File: config.mk
export PLATFORM = sky130hd
export DESIGN_NAME = tsi_div
export DESIGN_NICKNAME = d
export VERILOG_FILES = /design/src/sv/tsi_pkg.sv /design/src/sv/tsi_div.sv
export SDC_FILE = /design/constraint.sdc
export NUM_CORES = 1
export LEC_CHECK = 0
export ABC_AREA = 1
export BUFFER_PORTS_ARGS = -buffer_cell sky130_fd_sc_hd__buf_2
export CORE_MARGIN = 2
export CORE_UTILIZATION = 60
export DETAILED_ROUTE_END_ITERATION = 6
export GPL_ROUTABILITY_DRIVEN = 0
export PLACE_DENSITY = 0.84
export SYNTH_ARGS = -nofsm -noshare
export SYNTH_HDL_FRONTEND = slang
export SYNTH_SLANG_ARGS = --single-unit
File: constraint.sdc
create_clock -name i_clk -period 6.65 [get_ports i_clk]
set_input_delay 0.665 -clock i_clk [delete_from_list [all_inputs] [get_ports i_clk]]
set_output_delay 0.665 -clock i_clk [all_outputs]
set_load 0.01 [all_outputs]
File: src/sv/tsi_pkg.sv
package tsi_pkg;

    // Default ring depth and interpolation weight resolution.
    localparam int TSI_RING_DEPTH  = 16;
    localparam int TSI_WEIGHT_BITS = 16;

    // Six velocity axes per sample: linear x, y, z, then angular x, y, z.
    localparam int TSI_AXES = 6;

    // Gap limit after reset: 0.2 s in microsecond ticks.
    localparam logic [31:0] TSI_GAP_RESET = 32'd200000;

    // Request function codes.
    localparam logic FUNC_PUSH = 1'b0;
    localparam logic FUNC_SYNC = 1'b1;

    // Result status codes.
    localparam logic [2:0] ST_STORED   = 3'd0;
    localparam logic [2:0] ST_FULL     = 3'd1;
    localparam logic [2:0] ST_SYNCED   = 3'd2;
    localparam logic [2:0] ST_TOO_NEW  = 3'd3;
    localparam logic [2:0] ST_TOO_FEW  = 3'd4;
    localparam logic [2:0] ST_GAP_DROP = 3'd5;

    // Request to the serial weight divider.
    typedef struct packed {
        logic        start;
        logic [31:0] num;
        logic [31:0] den;
    } t_div_req;

endpackage

File: src/sv/tsi_div.sv
// Restoring divider for the interpolation weight, one quotient bit per cycle.
// The numerator never exceeds the denominator, so the quotient has
// WEIGHT_BITS+1 bits.
module tsi_div import tsi_pkg::*; #(
    parameter int WEIGHT_BITS = TSI_WEIGHT_BITS
) (
    input  logic                 i_clk,
    input  logic                 i_rst_n,
    input  t_div_req             i_req,
    output logic [WEIGHT_BITS:0] o_quot,
    output logic                 o_done
);

    localparam int               CNTW = $clog2(WEIGHT_BITS + 1);
    localparam logic [CNTW-1:0]  LAST = CNTW'(WEIGHT_BITS);

    logic                 r_busy;
    logic                 r_done;
    logic [32:0]          r_rem;
    logic [31:0]          r_den;
    logic [WEIGHT_BITS:0] r_quot;
    logic [CNTW-1:0]      r_cnt;
    logic                 w_ge;
    logic [32:0]          w_nrem;

    assign w_ge   = r_rem >= {1'b0, r_den};
    assign w_nrem = w_ge ? (r_rem - {1'b0, r_den}) : r_rem;

    always_ff @(posedge i_clk) begin
        if (!i_rst_n) begin
            r_busy <= 1'b0;
            r_done <= 1'b0;
        end else begin
            r_done <= 1'b0;
            if (i_req.start) begin
                r_busy <= 1'b1;
            end else if (r_busy && (r_cnt == LAST)) begin
                r_busy <= 1'b0;
                r_done <= 1'b1;
            end
        end
    end

    always_ff @(posedge i_clk) begin
        if (i_req.start) begin
            r_rem  <= {1'b0, i_req.num};
            r_den  <= i_req.den;
            r_quot <= '0;
            r_cnt  <= '0;
        end else if (r_busy) begin
            // The remainder stays below the denominator, so 32 bits survive the shift.
            r_rem  <= {w_nrem[31:0], 1'b0};
            r_quot <= {r_quot[WEIGHT_BITS-1:0], w_ge};
            r_cnt  <= r_cnt + CNTW'(1);
        end
    end

    assign o_quot = r_quot;
    assign o_done = r_done;

endmodule

==> reports/metrics.cfg <==
[placement]
port_buffers=84
hpwl_um=10670

[sta]
max_freq_mhz=354.9
final-max-slew-violation-count=0
finalHoldViolCount=0
setup-tns-final_ps=0
final.setup_skew_ps=17.39
relSlewSlack=0.2663
worstMarginPinSlew_ps=1094
post-route-min-period_ps=2818
rsz0062_at_grt=no
setup_viol=0
min_period_over_period=0.4237

[setup_path]
endpoint_kind=flop
crit_arrival_ps=2950
cp.required_ps=6780
crit_path_max_fanout=33
path_class=flop to flop
start_kind=flop

[logic_synthesis]
async_reset_ff_frac=0
ys.flop_type=edfxtp_1
avgSynthCellArea_um2=7.183
synth_warnings=0
synth.distinct_cells=39
synth-seq-area-share=0.3781
netlist_area_um2=6407
synth_edf_count=64
syn_inst=892
syn_nets=994
synth-seq-cells=89

[die]
fp-row-count=37
die_w_um=107.3
design.core.area_um2=10370
start_util=0.6179
num_io_pins=85
dieHeight_um=107.3
die_area_um2=11520

[global_routing]
grt_max_degree=70
overflow=0
antenna_found_initial=0
grt_pass1_wl_um=24450
grt_pass1_vias=5445
grt_util_all_layers=0.2690

[job]
drv_cap=0

[outcome]
outcome=finished clean

[power_and_ir_drop]
p_per_area_nw_per_um2=285.7
p_leak_nw=3.720
swShare=0.4167
internal_power_mw=1.178
switching_power_mw=0.8412
clkPwrFrac=0.189
power_mw=2.019
vdd_ir_drop_max_mv=0.2055
power_frac_comb=0.460
power_frac_seq=0.351

[cells_and_area]
regArea_um2=2422
syn2layout_area_growth_pct=10.27
nFillCells=877
drive_gt1_frac=0.1415
multi_input_area_um2=3177
nNetsFinal=1072
antennaDiodeCount=0

[routing]
wl_um=14470
drtIter0Drc=361
drc=0
firstDrtPassIters=5
detail-route-antenna-nets=0
viasPerCell=5.116
vias=5684
wl_per_cell_um=13.03

[clock_network]
cts_root_buffer=clkbuf_8
cts_tree=yes
cts_setup_buffers=0
cts_buffer_depth=2
cts_hold_buf=0
cts_resized=0
clkTransAtPathRegs_ps=110
numClockSinks=89
clkLatencyLatePin_ps=380
htree_num_levels=3
numCtsBuffers=9

[min_path]
holdCritPathClass=primary input to flop

==> cell families after synthesis <==
| kind of cell | after synthesis | share of synthesized area |
|---|---|---|
| simple gates | 513 | 0.3644 |
| buf+inv | 193 | 0.1261 |
| xor+xnor | 15 | 0.02050 |
| flops | 89 | 0.3781 |
| fa+ha+maj | 35 | 0.06952 |
| compound gates | 47 | 0.04140 |
==> final cells by class <==
type                    instances  area share
well taps                     136     0.02408
inverters                     174     0.09244
clock inverters                 6    0.008323
clock buffers                  10     0.02107
multi-input cells             610      0.4496
flip-flops and latches         89      0.3428
repair buffers                 86     0.06163
==> path summary, 6_finish.rpt <==
check	from	to	slack [ps]	cells after the start
setup / recovery	r_rem[12]	r_rem[29]	3830	12
hold / removal	i_req[6]	r_den[6]	450	1
setup reg to reg	r_rem[12]	r_rem[29]	3830	12
hold reg to reg	o_quot[16]	o_quot[16]	480	2
==> registers in the layout, indices dropped and copies added, names as in the netlist <==
| signal | count |
|---|---|
| r_den | 32 |
| r_rem | 33 |
| o_done | 1 |
| o_quot | 17 |
| r_cnt | 5 |
| r_busy | 1 |
==> metrics by stage <==
stage / std cells / utilization / hold slack (ps) / instance area (um^2) / setup slack, ps
detailed placement: 1095 / 0.6613 / 449.7 / 6858 / 3453
global placement: 1095 / 0.6613 / 441.5 / 6858 / 3561
finish: 1111 / 0.6813 / 447.8 / 7066 / 3832
CTS: 1111 / 0.6813 / 443.1 / 7066 / 3878
floorplan: 892 / - / 423.6 / 6407 / 3980
global route: 1111 / 0.6813 / 438.9 / 7066 / 3598
==> layout by cell type (no fill, tap or decap), types with 15 or more instances in the layout <==
master    instances
nand2_1         337
inv_1           168
buf_2            84
edfxtp_1         64
nand3_1          50
nand3b_1         42
nor2_1           36
ha_1             34
dfxtp_1          25
a21oi_1          22
nand2_2          15
xnor2_1          15
o22ai_1          15
==> metal layers <==
metal	global-route usage	vias up	wire length, um
met1	0.3553	2513	6525
li1	-	2933	-
met2	0.4317	207	6345
met4	0.09249	0	363
met3	0.06719	31	1238
met5	0	-	0
==> synth_stat cells, types with 2 or more instances <==
cell type	number	share of area
a21oi_1	22	0.017
buf_4	5	0.0059
edfxtp_1	64	0.30
nand2_1	337	0.20
nor4_1	2	0.0020
clkbuf_1	4	0.0023
buf_2	3	0.0023
nand2_2	15	0.015
xnor2_1	15	0.021
nand3b_1	42	0.049
inv_2	3	0.0018
nor3_1	6	0.0047
o21ai_0	5	0.0039
clkinv_1	3	0.0018
o21bai_1	2	0.0023
nand3_2	2	0.0031
nor2_2	8	0.0078
o22ai_1	15	0.015
dfxtp_1	25	0.078
and2_1	4	0.0039
buf_8	3	0.0070
buf_6	3	0.0053
inv_1	168	0.098
nand3_1	50	0.039
nor2_4	2	0.0035
nand4_1	3	0.0029
ha_1	34	0.066
nor2_1	36	0.021
==> worst max-delay path, cell delays in order, from the launching register on <==
cell      delay [ps]
edfxtp_1         440
ha_1             370
nand2_1          110
nor2_1           250
nand2_1          100
inv_2             70
nand2_2           70
nand2_4           70
nand3_4          370
nand2_8          390
nand2_1          110
nand3_1           80
nand2_1           80
==> power groups by stage <==
stage	logic, mW	registers (mW)	clock network [mW]
floorplan	0.745	0.709	0
global placement	0.894	0.718	0
detailed placement	0.908	0.719	0
CTS	0.916	0.707	0.388
global route	1.05	0.716	0.411
finish	0.928	0.709	0.382
(Power assumes the default switching activity.)
